### src/hdl/a51_pkg.sv
// Shared constants, types and a helper function for the A5/1 burst keystream unit.
package a51_pkg;

    // Burst and word geometry.
    localparam int BURST_BITS   = 114;
    localparam int WORD_BITS    = 32;
    localparam int MAX_WORDS    = 4;
    localparam int NWORDS_RAW   = (BURST_BITS + WORD_BITS - 1) / WORD_BITS;
    localparam int NWORDS       = (NWORDS_RAW > MAX_WORDS) ? MAX_WORDS : NWORDS_RAW;
    localparam int KEEP_RAW     = NWORDS * WORD_BITS;
    localparam int KEEP_BITS    = (KEEP_RAW > BURST_BITS) ? BURST_BITS : KEEP_RAW;

    // Field widths.
    localparam int KEY_W        = 64;
    localparam int COUNT_W      = 22;
    localparam int MODE_W       = 2;
    localparam int KSW_W        = 32;
    localparam int WIDX_W       = 2;
    localparam int VBITS_W      = 6;
    localparam int CFG_IDX_W    = 1;
    localparam int FILL_W       = $clog2(WORD_BITS + 1);
    localparam int BITPOS_W     = $clog2(WORD_BITS);

    // Sequence lengths.
    localparam int MIX_STEPS    = KEY_W + COUNT_W;
    localparam int WARMUP_STEPS = 100;
    localparam int TOTAL_BITS   = 2 * BURST_BITS;
    localparam int STEP_W       = 8;

    // LFSR lengths and feedback taps.
    localparam int LA_W = 19;
    localparam int LB_W = 22;
    localparam int LC_W = 23;
    localparam logic [LA_W-1:0] LA_TAPS = 19'h72000;
    localparam logic [LB_W-1:0] LB_TAPS = 22'h300000;
    localparam logic [LC_W-1:0] LC_TAPS = 23'h700080;

    // Clocking bits for the majority rule.
    localparam int LA_CLK = 8;
    localparam int LB_CLK = 10;
    localparam int LC_CLK = 10;

    // Algorithm codes and register indexes.
    localparam logic [MODE_W-1:0]    MODE_OFF = 2'd0;
    localparam logic [MODE_W-1:0]    MODE_A51 = 2'd1;
    localparam logic [CFG_IDX_W-1:0] CFG_KEY  = 1'b0;
    localparam logic [CFG_IDX_W-1:0] CFG_MODE = 1'b1;

    // Sequencer states.
    typedef enum logic [2:0] {
        ST_IDLE,
        ST_MIX,
        ST_WARM,
        ST_GEN,
        ST_FLAG
    } seq_state_t;

    // Commands from the sequencer to the LFSR core.
    typedef struct packed {
        logic clear;
        logic mix_en;
        logic mix_bit;
        logic maj_en;
    } lfsr_ctrl_t;

    // Requests from the sequencer to the word packer.
    typedef struct packed {
        logic bit_valid;
        logic bit_value;
        logic flag_valid;
    } pack_ctrl_t;

    // Status from the word packer back to the sequencer.
    typedef struct packed {
        logic bit_ready;
        logic flag_ready;
    } pack_stat_t;

    // Number of keystream bits carried by word k of a burst.
    function automatic logic [VBITS_W-1:0] word_bits(input logic [WIDX_W-1:0] k);
        int remaining;
        remaining = BURST_BITS - int'(k) * WORD_BITS;
        if (remaining > WORD_BITS)
            remaining = WORD_BITS;
        return VBITS_W'(remaining);
    endfunction

endpackage

### src/hdl/a51_req_if.sv
// Burst request channel: frame count and link direction.
interface a51_req_if;
    logic                           valid;
    logic                           ready;
    logic [a51_pkg::COUNT_W-1:0]    frame_count;
    logic                           uplink;

    modport source (output valid, frame_count, uplink, input ready);
    modport sink   (input valid, frame_count, uplink, output ready);
endinterface

### src/hdl/a51_word_if.sv
// Keystream word channel: one packed word of the burst keystream per beat.
interface a51_word_if;
    logic                           valid;
    logic                           ready;
    logic [a51_pkg::KSW_W-1:0]      keystream_word;
    logic [a51_pkg::WIDX_W-1:0]     word_index;
    logic [a51_pkg::VBITS_W-1:0]    valid_bits;
    logic                           last;
    logic                           unsupported;

    modport source (output valid, keystream_word, word_index, valid_bits, last, unsupported,
                    input ready);
    modport sink   (input valid, keystream_word, word_index, valid_bits, last, unsupported,
                    output ready);
endinterface

### src/hdl/a51_lfsr.sv
// The three A5/1 shift registers with linear mixing and majority clocking.
module a51_lfsr
(
    input  logic                  clk,
    input  logic                  rst_n,
    input  a51_pkg::lfsr_ctrl_t   ctrl,
    output logic                  ks_bit
);

    logic [a51_pkg::LA_W-1:0] a_reg, a_next, a_step;
    logic [a51_pkg::LB_W-1:0] b_reg, b_next, b_step;
    logic [a51_pkg::LC_W-1:0] c_reg, c_next, c_step;
    logic x_bit, y_bit, z_bit, maj_bit;

    // One regular clocking of each register.
    assign a_step = {a_reg[a51_pkg::LA_W-2:0], ^(a_reg & a51_pkg::LA_TAPS)};
    assign b_step = {b_reg[a51_pkg::LB_W-2:0], ^(b_reg & a51_pkg::LB_TAPS)};
    assign c_step = {c_reg[a51_pkg::LC_W-2:0], ^(c_reg & a51_pkg::LC_TAPS)};

    // Majority vote over the clocking bits.
    assign x_bit   = a_reg[a51_pkg::LA_CLK];
    assign y_bit   = b_reg[a51_pkg::LB_CLK];
    assign z_bit   = c_reg[a51_pkg::LC_CLK];
    assign maj_bit = (x_bit & y_bit) | (x_bit & z_bit) | (y_bit & z_bit);

    // Next state: clear, mix one input bit, or step the registers that agree.
    always_comb
    begin
        a_next = a_reg;
        b_next = b_reg;
        c_next = c_reg;
        if (ctrl.clear)
        begin
            a_next = '0;
            b_next = '0;
            c_next = '0;
        end
        else if (ctrl.mix_en)
        begin
            a_next = a_step ^ {{(a51_pkg::LA_W-1){1'b0}}, ctrl.mix_bit};
            b_next = b_step ^ {{(a51_pkg::LB_W-1){1'b0}}, ctrl.mix_bit};
            c_next = c_step ^ {{(a51_pkg::LC_W-1){1'b0}}, ctrl.mix_bit};
        end
        else if (ctrl.maj_en)
        begin
            if (x_bit == maj_bit)
                a_next = a_step;
            if (y_bit == maj_bit)
                b_next = b_step;
            if (z_bit == maj_bit)
                c_next = c_step;
        end
    end

    // Keystream bit taken from the state after this step.
    assign ks_bit = a_next[a51_pkg::LA_W-1] ^ b_next[a51_pkg::LB_W-1] ^ c_next[a51_pkg::LC_W-1];

    always_ff @(posedge clk or negedge rst_n)
    begin
        if (!rst_n)
        begin
            a_reg <= '0;
            b_reg <= '0;
            c_reg <= '0;
        end
        else
        begin
            a_reg <= a_next;
            b_reg <= b_next;
            c_reg <= c_next;
        end
    end

endmodule

### src/hdl/a51_pack.sv
// Collects keystream bits into words and holds the outgoing beat in a register.
module a51_pack
(
    input  logic                  clk,
    input  logic                  rst_n,
    input  a51_pkg::pack_ctrl_t   ctrl,
    output a51_pkg::pack_stat_t   stat,
    a51_word_if.source            ks
);

    logic [a51_pkg::KSW_W-1:0]   acc_reg, acc_next;
    logic [a51_pkg::FILL_W-1:0]  fill_reg, fill_next;
    logic [a51_pkg::WIDX_W-1:0]  widx_reg, widx_next;
    logic                        full_reg, full_next;

    logic                        out_valid_reg, out_valid_next;
    logic [a51_pkg::KSW_W-1:0]   out_word_reg, out_word_next;
    logic [a51_pkg::WIDX_W-1:0]  out_widx_reg, out_widx_next;
    logic [a51_pkg::VBITS_W-1:0] out_vbits_reg, out_vbits_next;
    logic                        out_last_reg, out_last_next;
    logic                        out_unsup_reg, out_unsup_next;

    logic [a51_pkg::VBITS_W-1:0] cur_bits;
    logic                        cur_last;
    logic                        out_free;
    logic                        bit_take;
    logic                        word_move;
    logic                        flag_take;

    assign cur_bits  = a51_pkg::word_bits(widx_reg);
    assign cur_last  = (widx_reg == a51_pkg::WIDX_W'(a51_pkg::NWORDS - 1));
    assign out_free  = !out_valid_reg || ks.ready;

    assign stat.bit_ready  = !full_reg;
    assign stat.flag_ready = !full_reg && (fill_reg == '0) && out_free;

    assign bit_take  = ctrl.bit_valid && !full_reg;
    assign word_move = full_reg && out_free;
    assign flag_take = ctrl.flag_valid && stat.flag_ready;

    // Word assembly and hand-over to the output register.
    always_comb
    begin
        acc_next       = acc_reg;
        fill_next      = fill_reg;
        widx_next      = widx_reg;
        full_next      = full_reg;
        out_valid_next = out_valid_reg;
        out_word_next  = out_word_reg;
        out_widx_next  = out_widx_reg;
        out_vbits_next = out_vbits_reg;
        out_last_next  = out_last_reg;
        out_unsup_next = out_unsup_reg;

        if (ks.ready)
            out_valid_next = 1'b0;

        if (bit_take)
        begin
            acc_next[fill_reg[a51_pkg::BITPOS_W-1:0]] = ctrl.bit_value;
            fill_next = fill_reg + 1'b1;
            if (a51_pkg::VBITS_W'(fill_reg) + 1'b1 == cur_bits)
                full_next = 1'b1;
        end

        if (word_move)
        begin
            out_valid_next = 1'b1;
            out_word_next  = acc_reg;
            out_widx_next  = widx_reg;
            out_vbits_next = cur_bits;
            out_last_next  = cur_last;
            out_unsup_next = 1'b0;
            acc_next       = '0;
            fill_next      = '0;
            full_next      = 1'b0;
            widx_next      = cur_last ? '0 : widx_reg + 1'b1;
        end
        else if (flag_take)
        begin
            out_valid_next = 1'b1;
            out_word_next  = '0;
            out_widx_next  = '0;
            out_vbits_next = '0;
            out_last_next  = 1'b1;
            out_unsup_next = 1'b1;
        end
    end

    always_ff @(posedge clk or negedge rst_n)
    begin
        if (!rst_n)
        begin
            acc_reg       <= '0;
            fill_reg      <= '0;
            widx_reg      <= '0;
            full_reg      <= 1'b0;
            out_valid_reg <= 1'b0;
        end
        else
        begin
            acc_reg       <= acc_next;
            fill_reg      <= fill_next;
            widx_reg      <= widx_next;
            full_reg      <= full_next;
            out_valid_reg <= out_valid_next;
        end
    end

    // Output payload carries no reset.
    always_ff @(posedge clk)
    begin
        out_word_reg  <= out_word_next;
        out_widx_reg  <= out_widx_next;
        out_vbits_reg <= out_vbits_next;
        out_last_reg  <= out_last_next;
        out_unsup_reg <= out_unsup_next;
    end

    assign ks.valid          = out_valid_reg;
    assign ks.keystream_word = out_word_reg;
    assign ks.word_index     = out_widx_reg;
    assign ks.valid_bits     = out_vbits_reg;
    assign ks.last           = out_last_reg;
    assign ks.unsupported    = out_unsup_reg;

endmodule

### src/hdl/a5_1_burst_keystream_unit.sv
// Top level of the A5/1 burst keystream unit: sequencer, configuration and assertions.
//
// One burst request is taken at a time. With A5/1 or no ciphering selected, a request is
// accepted, the key and frame count are mixed in, the registers are warmed up under majority
// clocking and then one bit is generated per cycle unless a kept bit must wait: 114 bits for
// downlink, 228 for uplink. When one of the first three words is full, the next kept bit
// waits while that word moves to the output register, and also while a finished word waits
// for the result side to take the one before it. The three LFSRs produce the keystream bits,
// and the kept ones go into the word packer. No ciphering runs the same sequence and returns
// all-zero words. An unsupported mode gives one flagged beat once the packer is empty and its
// output register is free. The packer's output register lets the last words of a burst
// drain while the next request is accepted.
module a5_1_burst_keystream_unit
(
    input  logic                              clk,
    input  logic                              rst_n,
    input  logic                              cfg_we,
    input  logic [a51_pkg::CFG_IDX_W-1:0]     cfg_index,
    input  logic [a51_pkg::KEY_W-1:0]         cfg_data,
    a51_req_if.sink                           req,
    a51_word_if.source                        ks
);

    localparam int SR_W = a51_pkg::MIX_STEPS;

    logic [a51_pkg::KEY_W-1:0]    cipher_key_reg;
    logic [a51_pkg::MODE_W-1:0]   algorithm_mode_reg;

    a51_pkg::seq_state_t          state_reg, state_next;
    logic [a51_pkg::STEP_W-1:0]   step_reg, step_next;
    logic [SR_W-1:0]              mix_sr_reg, mix_sr_next;
    logic                         uplink_reg, uplink_next;

    a51_pkg::lfsr_ctrl_t          lfsr_ctrl;
    a51_pkg::pack_ctrl_t          pack_ctrl;
    a51_pkg::pack_stat_t          pack_stat;
    logic                         ks_bit;

    logic [a51_pkg::STEP_W-1:0]   gen_first;
    logic [a51_pkg::STEP_W-1:0]   gen_final;
    logic                         keep_bit;
    logic                         mode_ok;

    // Configuration registers.
    always_ff @(posedge clk or negedge rst_n)
    begin
        if (!rst_n)
        begin
            cipher_key_reg     <= '0;
            algorithm_mode_reg <= a51_pkg::MODE_OFF;
        end
        else if (cfg_we)
        begin
            case (cfg_index)
                a51_pkg::CFG_KEY:  cipher_key_reg     <= cfg_data;
                a51_pkg::CFG_MODE: algorithm_mode_reg <= cfg_data[a51_pkg::MODE_W-1:0];
                default: ;
            endcase
        end
    end

    assign mode_ok = algorithm_mode_reg inside {a51_pkg::MODE_OFF, a51_pkg::MODE_A51};

    // Window of generated bits kept for the chosen direction.
    assign gen_first = uplink_reg ? a51_pkg::STEP_W'(a51_pkg::BURST_BITS) : '0;
    assign gen_final = gen_first + a51_pkg::STEP_W'(a51_pkg::KEEP_BITS - 1);
    assign keep_bit  = (step_reg >= gen_first) && (step_reg <= gen_final);

    // Sequencer: next state and commands to the LFSR core and the packer.
    always_comb
    begin
        state_next  = state_reg;
        step_next   = step_reg;
        mix_sr_next = mix_sr_reg;
        uplink_next = uplink_reg;
        req.ready   = 1'b0;
        lfsr_ctrl   = '0;
        pack_ctrl   = '0;

        case (state_reg)
            a51_pkg::ST_IDLE:
            begin
                req.ready = 1'b1;
                if (req.valid)
                begin
                    uplink_next = req.uplink;
                    step_next   = '0;
                    if (mode_ok)
                    begin
                        lfsr_ctrl.clear = 1'b1;
                        mix_sr_next     = {req.frame_count, cipher_key_reg};
                        state_next      = a51_pkg::ST_MIX;
                    end
                    else
                    begin
                        state_next = a51_pkg::ST_FLAG;
                    end
                end
            end

            a51_pkg::ST_MIX:
            begin
                lfsr_ctrl.mix_en  = 1'b1;
                lfsr_ctrl.mix_bit = mix_sr_reg[0];
                mix_sr_next       = {1'b0, mix_sr_reg[SR_W-1:1]};
                if (step_reg == a51_pkg::STEP_W'(a51_pkg::MIX_STEPS - 1))
                begin
                    step_next  = '0;
                    state_next = a51_pkg::ST_WARM;
                end
                else
                begin
                    step_next = step_reg + 1'b1;
                end
            end

            a51_pkg::ST_WARM:
            begin
                lfsr_ctrl.maj_en = 1'b1;
                if (step_reg == a51_pkg::STEP_W'(a51_pkg::WARMUP_STEPS - 1))
                begin
                    step_next  = '0;
                    state_next = a51_pkg::ST_GEN;
                end
                else
                begin
                    step_next = step_reg + 1'b1;
                end
            end

            a51_pkg::ST_GEN:
            begin
                // A kept bit waits while the packer holds a complete word.
                if (!keep_bit || pack_stat.bit_ready)
                begin
                    lfsr_ctrl.maj_en    = 1'b1;
                    pack_ctrl.bit_valid = keep_bit;
                    pack_ctrl.bit_value = ks_bit && (algorithm_mode_reg == a51_pkg::MODE_A51);
                    step_next           = step_reg + 1'b1;
                    if (step_reg == gen_final)
                        state_next = a51_pkg::ST_IDLE;
                end
            end

            a51_pkg::ST_FLAG:
            begin
                pack_ctrl.flag_valid = 1'b1;
                if (pack_stat.flag_ready)
                    state_next = a51_pkg::ST_IDLE;
            end

            default:
            begin
                state_next = a51_pkg::ST_IDLE;
            end
        endcase
    end

    always_ff @(posedge clk or negedge rst_n)
    begin
        if (!rst_n)
        begin
            state_reg  <= a51_pkg::ST_IDLE;
            step_reg   <= '0;
            uplink_reg <= 1'b0;
        end
        else
        begin
            state_reg  <= state_next;
            step_reg   <= step_next;
            uplink_reg <= uplink_next;
        end
    end

    // Key and count shift register carries no reset.
    always_ff @(posedge clk)
    begin
        mix_sr_reg <= mix_sr_next;
    end

    a51_lfsr u_lfsr
    (
        .clk    (clk),
        .rst_n  (rst_n),
        .ctrl   (lfsr_ctrl),
        .ks_bit (ks_bit)
    );

    a51_pack u_pack
    (
        .clk   (clk),
        .rst_n (rst_n),
        .ctrl  (pack_ctrl),
        .stat  (pack_stat),
        .ks    (ks)
    );

    // A keystream bit is only offered when the packer can take it.
    assert property (@(posedge clk) disable iff (!rst_n)
        pack_ctrl.bit_valid |-> pack_stat.bit_ready)
    else $error("keystream bit offered while the packer is full");

    // The LFSR core is never told to majority-step in the same cycle as it mixes or clears.
    assert property (@(posedge clk) disable iff (!rst_n)
        !(lfsr_ctrl.mix_en && lfsr_ctrl.maj_en) && !(lfsr_ctrl.clear && lfsr_ctrl.maj_en))
    else $error("conflicting LFSR commands");

    // A flagged beat is always the only and final beat of its request.
    assert property (@(posedge clk) disable iff (!rst_n)
        (ks.valid && ks.unsupported) |-> (ks.last && ks.valid_bits == '0))
    else $error("unsupported beat without last or with data bits");

    // The final keystream beat of a burst sits at the last word position.
    assert property (@(posedge clk) disable iff (!rst_n)
        (ks.valid && ks.last && !ks.unsupported)
            |-> (ks.word_index == a51_pkg::WIDX_W'(a51_pkg::NWORDS - 1)))
    else $error("last keystream beat at the wrong word position");

endmodule
### src/flat_wrapper.sv
// flat-port wrapper written by rule: the top's interface ports become plain ports
module a5_1_burst_keystream_unit_flat 
  (clk, rst_n, cfg_we, cfg_index, cfg_data, req_valid, req_frame_count, req_uplink, req_ready, ks_valid, ks_keystream_word, ks_word_index, ks_valid_bits, ks_last, ks_unsupported, ks_ready);
  a51_req_if req_i ();
  a51_word_if ks_i ();
  input  logic clk;
  input  logic rst_n;
  input  logic cfg_we;
  input  logic [a51_pkg::CFG_IDX_W-1:0] cfg_index;
  input  logic [a51_pkg::KEY_W-1:0] cfg_data;
  input wire logic [$bits(req_i.valid)-1:0] req_valid;
  input wire logic [$bits(req_i.frame_count)-1:0] req_frame_count;
  input wire logic [$bits(req_i.uplink)-1:0] req_uplink;
  output wire logic [$bits(req_i.ready)-1:0] req_ready;
  output wire logic [$bits(ks_i.valid)-1:0] ks_valid;
  output wire logic [$bits(ks_i.keystream_word)-1:0] ks_keystream_word;
  output wire logic [$bits(ks_i.word_index)-1:0] ks_word_index;
  output wire logic [$bits(ks_i.valid_bits)-1:0] ks_valid_bits;
  output wire logic [$bits(ks_i.last)-1:0] ks_last;
  output wire logic [$bits(ks_i.unsupported)-1:0] ks_unsupported;
  input wire logic [$bits(ks_i.ready)-1:0] ks_ready;
  assign req_i.valid = req_valid;
  assign req_i.frame_count = req_frame_count;
  assign req_i.uplink = req_uplink;
  assign req_ready = req_i.ready;
  assign ks_valid = ks_i.valid;
  assign ks_keystream_word = ks_i.keystream_word;
  assign ks_word_index = ks_i.word_index;
  assign ks_valid_bits = ks_i.valid_bits;
  assign ks_last = ks_i.last;
  assign ks_unsupported = ks_i.unsupported;
  assign ks_i.ready = ks_ready;
  a5_1_burst_keystream_unit u_core (.clk(clk), .rst_n(rst_n), .cfg_we(cfg_we), .cfg_index(cfg_index), .cfg_data(cfg_data), .req(req_i), .ks(ks_i));
endmodule
### config.mk
export PLATFORM = sky130hd
export DESIGN_NAME = a5_1_burst_keystream_unit_flat
export DESIGN_NICKNAME = d
export VERILOG_FILES = /design/src/hdl/a51_pkg.sv /design/src/hdl/a51_req_if.sv /design/src/hdl/a51_word_if.sv /design/src/hdl/a51_lfsr.sv /design/src/hdl/a51_pack.sv /design/src/hdl/a5_1_burst_keystream_unit.sv /design/src/flat_wrapper.sv
export SDC_FILE = /design/constraint.sdc
export NUM_CORES = 1
export LEC_CHECK = 0
export BUFFER_PORTS_ARGS = -buffer_cell sky130_fd_sc_hd__buf_2
export CORE_UTILIZATION = 35
export DETAILED_ROUTE_END_ITERATION = 7
export GPL_ROUTABILITY_DRIVEN = 0
export PLACE_DENSITY = 0.56
export SETUP_SLACK_MARGIN = 0.3
export SYNTH_ARGS = -nofsm -noshare
export SYNTH_HDL_FRONTEND = slang
export SYNTH_SLANG_ARGS = --single-unit
### constraint.sdc
create_clock -name clk -period 9.43 [get_ports clk]
set_input_delay 0.943 -clock clk [delete_from_list [all_inputs] [get_ports clk]]
set_output_delay 0.943 -clock clk [all_outputs]
set_load 0.02 [all_outputs]
# Word-level counts from Yosys, hierarchy flattened
# Cells that the tools add are included.
# totals
ff_bits	312
elab_cells	165
# op_classes
n_addsub	5
magnitude_cmp	5
eq_ne	20
n_mux	62
n_bitwise	11
n_reduce_logical	40
# op_table
operator	n
$mux W86	2
$pmux W86 S2	1
$mux W32	4
$mux W23	4
$mux W22	4
$mux W19	4
$bwmux W32	1
$mux W8	4
$pmux W8 S4	1
$mux W6	5
$reduce_xor A23 Y1	1
$xor A23 B1 Y23	1
$reduce_xor A22 Y1	1
$xor A22 B1 Y22	1
$mux W3	7
$reduce_xor A19 Y1	1
$xor A19 B1 Y19	1
$eq A8 B7 Y1 const B	2
$mux W1	15
$pmux W3 S5	1
$reduce_bool A3 Y1	5
$reduce_and A2 Y1	7
$mux W2	6
$ne A2 B1 Y1 const B	5
36 further kinds	59

# Logic depth before layout (Yosys ltp)
# logic_depth
word_depth	19
depth_mapped	12
ltp_nobuf	11

# Cells and area by module
# From an unflattened synthesis, not the netlist that was laid out.
# hier_totals
cells_unflattened	1044
hier_area_um2	13524.2
# by_module_without_submodules
mod	instances	cells_each	area_each_um2
a5_1_burst_keystream_unit	1	445	7106.8
a51_pack	1	338	3724.8
a51_lfsr	1	261	2692.6

# Least setup slack after synthesis
# Ideal clock, no wire load.
# synth_path
path_kind	in2reg
startpoint	input port req_valid
endpoint	register u_core.u_pack.acc_reg[26] in the netlist's numbering
arrival_time_ns	4.279
setup_slack_ns	5.050
path_stages	10
n_path_buf	1
cell_sequence	nor2b_1 -> o21ai_0 -> inv_1 -> nor2_1 -> a32oi_1 -> a22oi_1 -> a2111oi_2 -> o21ba_4 -> buf_6 -> o32ai_1
# synth_via
elab_chain_cells	11
word_cells_on_any_way	13
cone_classes	mux (10); bitwise (2); reduce/logical (1)
# synth_lines
item	line	text
from (decl)	flat_wrapper.sv:11	input wire logic [$bits(req_i.valid)-1:0] req_valid;
$mux W1 (*)	a5_1_burst_keystream_unit.sv:84	if (req.valid)
$mux W1 (*)	a5_1_burst_keystream_unit.sv:80	case (state_reg)
$mux W19 or $mux W22 (tied branches)	a51_lfsr.sv:32	if (ctrl.clear)
$xor A1 B1 Y1	a51_lfsr.sv:56	assign ks_bit = a_next[a51_pkg::LA_W-1] ^ b_next[a51_pkg::LB_W-1] ^ c_next[a51_pkg::LC_W-1];
$xor A1 B1 Y1 (*)	a51_lfsr.sv:56	
$logic_and A1 B1 Y1 (*)	a5_1_burst_keystream_unit.sv:138	pack_ctrl.bit_value = ks_bit && (algorithm_mode_reg == a51_pkg::MODE_A51);
$mux W2 (*)	a5_1_burst_keystream_unit.sv:134	if (!keep_bit || pack_stat.bit_ready)
$mux W2 (*)	a5_1_burst_keystream_unit.sv:80	
$bwmux W32 (*)	a51_pack.sv:60	acc_next[fill_reg[a51_pkg::BITPOS_W-1:0]] = ctrl.bit_value;
$mux W32 (*)	a51_pack.sv:58	if (bit_take)
$mux W32 (*)	a51_pack.sv:66	if (word_move)
to (signal assigned)	a51_pack.sv:102	acc_reg <= acc_next;
to (decl)	a51_pack.sv:11	logic [a51_pkg::KSW_W-1:0] acc_reg, acc_next;
# Mark *: on every way between the ends. The rest lies on a longest branch, timed or not. The select of a mux whose other input is x is not followed.
# A chain may end at the register's enable or synchronous reset.

# Worst setup path in the final report
# layout_path
startpoint	register u_core.state_reg[2]
endpoint	register u_core.u_pack.acc_reg[18] in the netlist's numbering
# layout_via
elab_chain_cells	13
word_cells_on_any_way	26
cone_classes	eq/ne (3); mux (17); bitwise (2); reduce/logical (4)
# layout_lines
item	line	text
from (decl)	a5_1_burst_keystream_unit.sv:29	a51_pkg::seq_state_t state_reg, state_next;
from (signal assigned)	a5_1_burst_keystream_unit.sv:163	state_reg <= a51_pkg::ST_IDLE;
from (signal assigned)	a5_1_burst_keystream_unit.sv:169	state_reg <= state_next;
$eq A3 B2 Y1	a5_1_burst_keystream_unit.sv:80	
$pmux W1 S2	a5_1_burst_keystream_unit.sv:80	
$mux W19 or $mux W22 (tied branches)	a51_lfsr.sv:44	else if (ctrl.maj_en)
$mux W19 or $mux W22 (tied branches)	a51_lfsr.sv:38	else if (ctrl.mix_en)
$mux W19 or $mux W22 (tied branches)	a51_lfsr.sv:32	
$xor A1 B1 Y1 (2 in a row)	a51_lfsr.sv:56	
$logic_and A1 B1 Y1	a5_1_burst_keystream_unit.sv:138	
$mux W2	a5_1_burst_keystream_unit.sv:134	
$mux W2 (*)	a5_1_burst_keystream_unit.sv:80	
$bwmux W32	a51_pack.sv:60	
$mux W32	a51_pack.sv:58	
$mux W32	a51_pack.sv:66	
# Marked as above.

==> metrics.md <==
| Metric | Value |
|---|---|
| Synth top area share | 0.3412 |
| CTS clk-pin slew, worst paths | 0.06 ns |
| Total track usage | 0.1440 |
| Crit end category | register |
| Max reg flops | 86 |
| Power Internal | 3.084 mW |
| Num CTS Buffers | 36 |
| Slowest stage cell, crit path | dfrtp_1 |
| Synth Cell Area | 0.01350 mm^2 |
| Number of global-route vias before repair | 8786 |
| Synthesis-stage register bit count | 308 |
| Core ar. | 0.03784 mm^2 |
| GRT Max-Usage Layer | met2 |
| Initial antenna violation count | 2 |
| Largest net degree at the start of global routing | 92 |
| Layout cells sized above 1 | 0.2206 |
| Power per Cell Area | 299.0 mW/mm^2 |
| Post-synth EDFFs | 123 |
| Syn Area/Cell | 11.21 um^2 |
| Sequential-to-total area share from yosys stat | 0.6164 |
| Fin nets | 1419 |
| Register share of total power | 0.446 |
| Storage element area | 0.008318 mm^2 |
| Multi-input logic area | 0.004818 mm^2 |
| Peak VDD IR | 0.0001690 V |
| Port Buffers | 133 |
| # resized after CTS | 0 |
| H-tree levels | 2 |
| Most frequent cell after synthesis | nand2_1 |
| Switching Fraction | 0.3424 |
| Area leader, netlist | dfrtp_1 |
| Tmin final | 3.792 ns |
| Final hold slack | 0.4084 ns |
| Final setup vio count | 0 |
| Worst-path cell chain | or3b_4 > buf_4 > nand2_1 > a32oi_1 > nor4b_2 > nor4_1 > a2111oi_2 > o21ba_4 > o32ai_1 |
| Top cells by count, synth | nand2_1, dfrtp_1, edfxtp_1 |
| Die area | 0.03935 mm^2 |
| Die height | 198.4 um |
| CTS root buffer | clkbuf_16 |
| Worst hold path class | input pin to async pin |
| FP Rows | 71 |
| Synth Flop Type | dfrtp_1 |
| CTS Hold Bufs | 0 |
| Max incr delay on CP | 0.80 ns |
| Max Buffers Root-to-Sink | 3 |
| Final period utilization | 0.4021 |
| Setup TNS | 0 ns |
| P&R area growth vs syn | 16.21% |
| Hold Vio Cnt, Final | 0 |
| Met3 usage | 0.02504 |
| Max-slew violations | 0 |
| # DRC | 0 |
| Worst-Margin Slew | 1.191 ns |
| Post-synth cell types | 70 |
| Power share of the clock group | 0.277 |
| Synthesized instance count | 1204 |
| P_leak | 6.677 nW |
| WP data arrival | 4.10 ns |
| Postcts setup bufs | 0 |
| Filler instances | 3677 |
| Max Fclk | 263.7 MHz |
| Status | completed |
| Via/cell ratio | 4.819 |
| Met1 Resource Use GR | 0.2083 |
| Setup Skew | 0.01825 ns |
| DRT Pass-1 Iters | 6 |
| Critical path class | register to register |
| DRT antenna net count | 0 |
| Grt total ovfl | 0 |
| Met2 usage | 0.2213 |
| RSZ-0062 raised after global routing | false |
| Die Wd | 198.4 um |
| Final core utilization | 0.4144 |
| Initial DRC count | 571 |
| WP data required | 9.74 ns |
| Clk_lat worst skew | 0.51 ns |
| First-pass GRT wire length | 45710 um |
| Max cap viols | 0 |
| Slew headroom | 0.2040 |
| I/O Pins | 137 |
| Startpoint type of the worst setup path | register |
| DR vias | 8915 |
| Initial Util | 0.3566 |
| CP max FO | 91 |
| P_sw | 1.606 mW |
| Area contributors post-synth | dfrtp_1, edfxtp_1, nand2_1, mux2_2, o21ai_0 |
| Detailed placer's ending HPWL | 17130 um |
| Syn. warnings | 0 |
| Asr flop ratio synth | 0.5974 |
| # clock sinks | 308 |
| Routed len/inst | 14.89 um |
| TritonCTS clock tree | yes |
| Comb power frac | 0.277 |
| Detailed-route wire length | 27550 um |
[worst max-delay path, delay by kind of cell, from the launching register on]
family          cells  cell delay [ns]
simple gates        4             0.88
buf+inv             1             0.77
compound gates      4             1.11
flops               1             0.80
[final timing paths]
| path | startpoint | end | slack (ns) | cells after the start |
|---|---|---|---|---|
| worst max-delay path | u_core.state_reg[2] | u_core.u_pack.acc_reg[18] | 5.64 | 9 |
| worst min-delay path | rst_n | u_core.u_lfsr.b_reg[20] | 0.41 | 1 |
| worst max register to register | u_core.state_reg[2] | u_core.u_pack.acc_reg[18] | 5.64 | 9 |
| worst min register to register | u_core.u_lfsr.b_reg[18] | u_core.u_lfsr.b_reg[19] | 0.47 | 2 |
| max in group asynchronous | rst_n | u_core.u_pack.acc_reg[16] | 7.73 | 2 |
| min in group clk | u_core.u_lfsr.b_reg[18] | u_core.u_lfsr.b_reg[19] | 0.47 | 2 |
[cell families (layout without fill, tap and decap cells)]
kind of cell               count (synthesis)  in the layout  share of synthesized area
and+or+nand+nor                          508            508                     0.1659
DFF                                      308            308                     0.6164
AOI/OAI and AO/OA                        188            188                    0.09883
buffers and inverters                     90            221                    0.02976
muxes                                     75             75                    0.06203
adders and majority gates                 18             18                    0.01650
xor gates and xnor gates                  16             16                    0.01038
other                                      1              5                  0.0002779
[power groups by stage]
stage	Combinational, mW	Sequential (mW)	Clock, mW
after global placement	1.30	2.11	0
after global routing	1.49	2.14	1.40
final	1.30	2.09	1.30
after detailed placement	1.32	2.12	0
after floorplan	1.00	2.08	0
after CTS	1.33	2.09	1.34
[layer usage]
layer,part of all wire,wire (um)
met1,0.50,13790
met2,0.44,12200
met3,0.040,1095
met4,0.017,460
met5,0,0
[stage by stage]
step	instance area [um^2]	setup WS, ns	cells	total power, mW
floorplan	13500	5.050	1206	3.087
global placement	14570	5.180	1782	3.411
detailed placement	14570	5.105	1782	3.438
CTS	15680	5.588	1848	4.760
global route	15680	5.195	1848	5.034
finish	15680	5.638	1850	4.689
[cell usage in the layout, fill, tap and decap left out, types with 3 or more instances in the layout]
| cell | instances |
|---|---|
| dfrtp_1 | 184 |
| buf_2 | 132 |
| a31oi_1 | 4 |
| nor4_1 | 4 |
| ha_1 | 17 |
| clkinv_2 | 7 |
| xnor2_1 | 10 |
| inv_1 | 11 |
| o32ai_2 | 8 |
| nor2b_1 | 4 |
| xor2_1 | 6 |
| edfxtp_1 | 123 |
| nand2_1 | 372 |
| or3_1 | 5 |
| clkinv_1 | 4 |
| a21oi_1 | 14 |
| a22o_1 | 13 |
| conb_1 | 3 |
| clkbuf_16 | 36 |
| nand3_1 | 11 |
| nand2b_1 | 11 |
| nand3b_1 | 6 |
| and3_1 | 5 |
| buf_4 | 10 |
| nor2_1 | 21 |
| o31ai_1 | 13 |
| mux2i_1 | 6 |
| and2_1 | 37 |
| o21ai_0 | 78 |
| clkbuf_1 | 11 |
| o211ai_1 | 12 |
| o32ai_1 | 13 |
| mux2_2 | 69 |
| a211oi_1 | 5 |
| a22oi_1 | 3 |
| nor3_1 | 11 |
[final cells by class]
cell class,instances,share of cell area
diodes,2,0.0003191
clock buffers,48,0.06095
clock inverters,18,0.009734
inverters,12,0.002952
multi-input cells,808,0.3072
flip-flops and latches,308,0.5304
well taps,511,0.04077
repair buffers,143,0.04763
(Power assumes the default switching activity.)
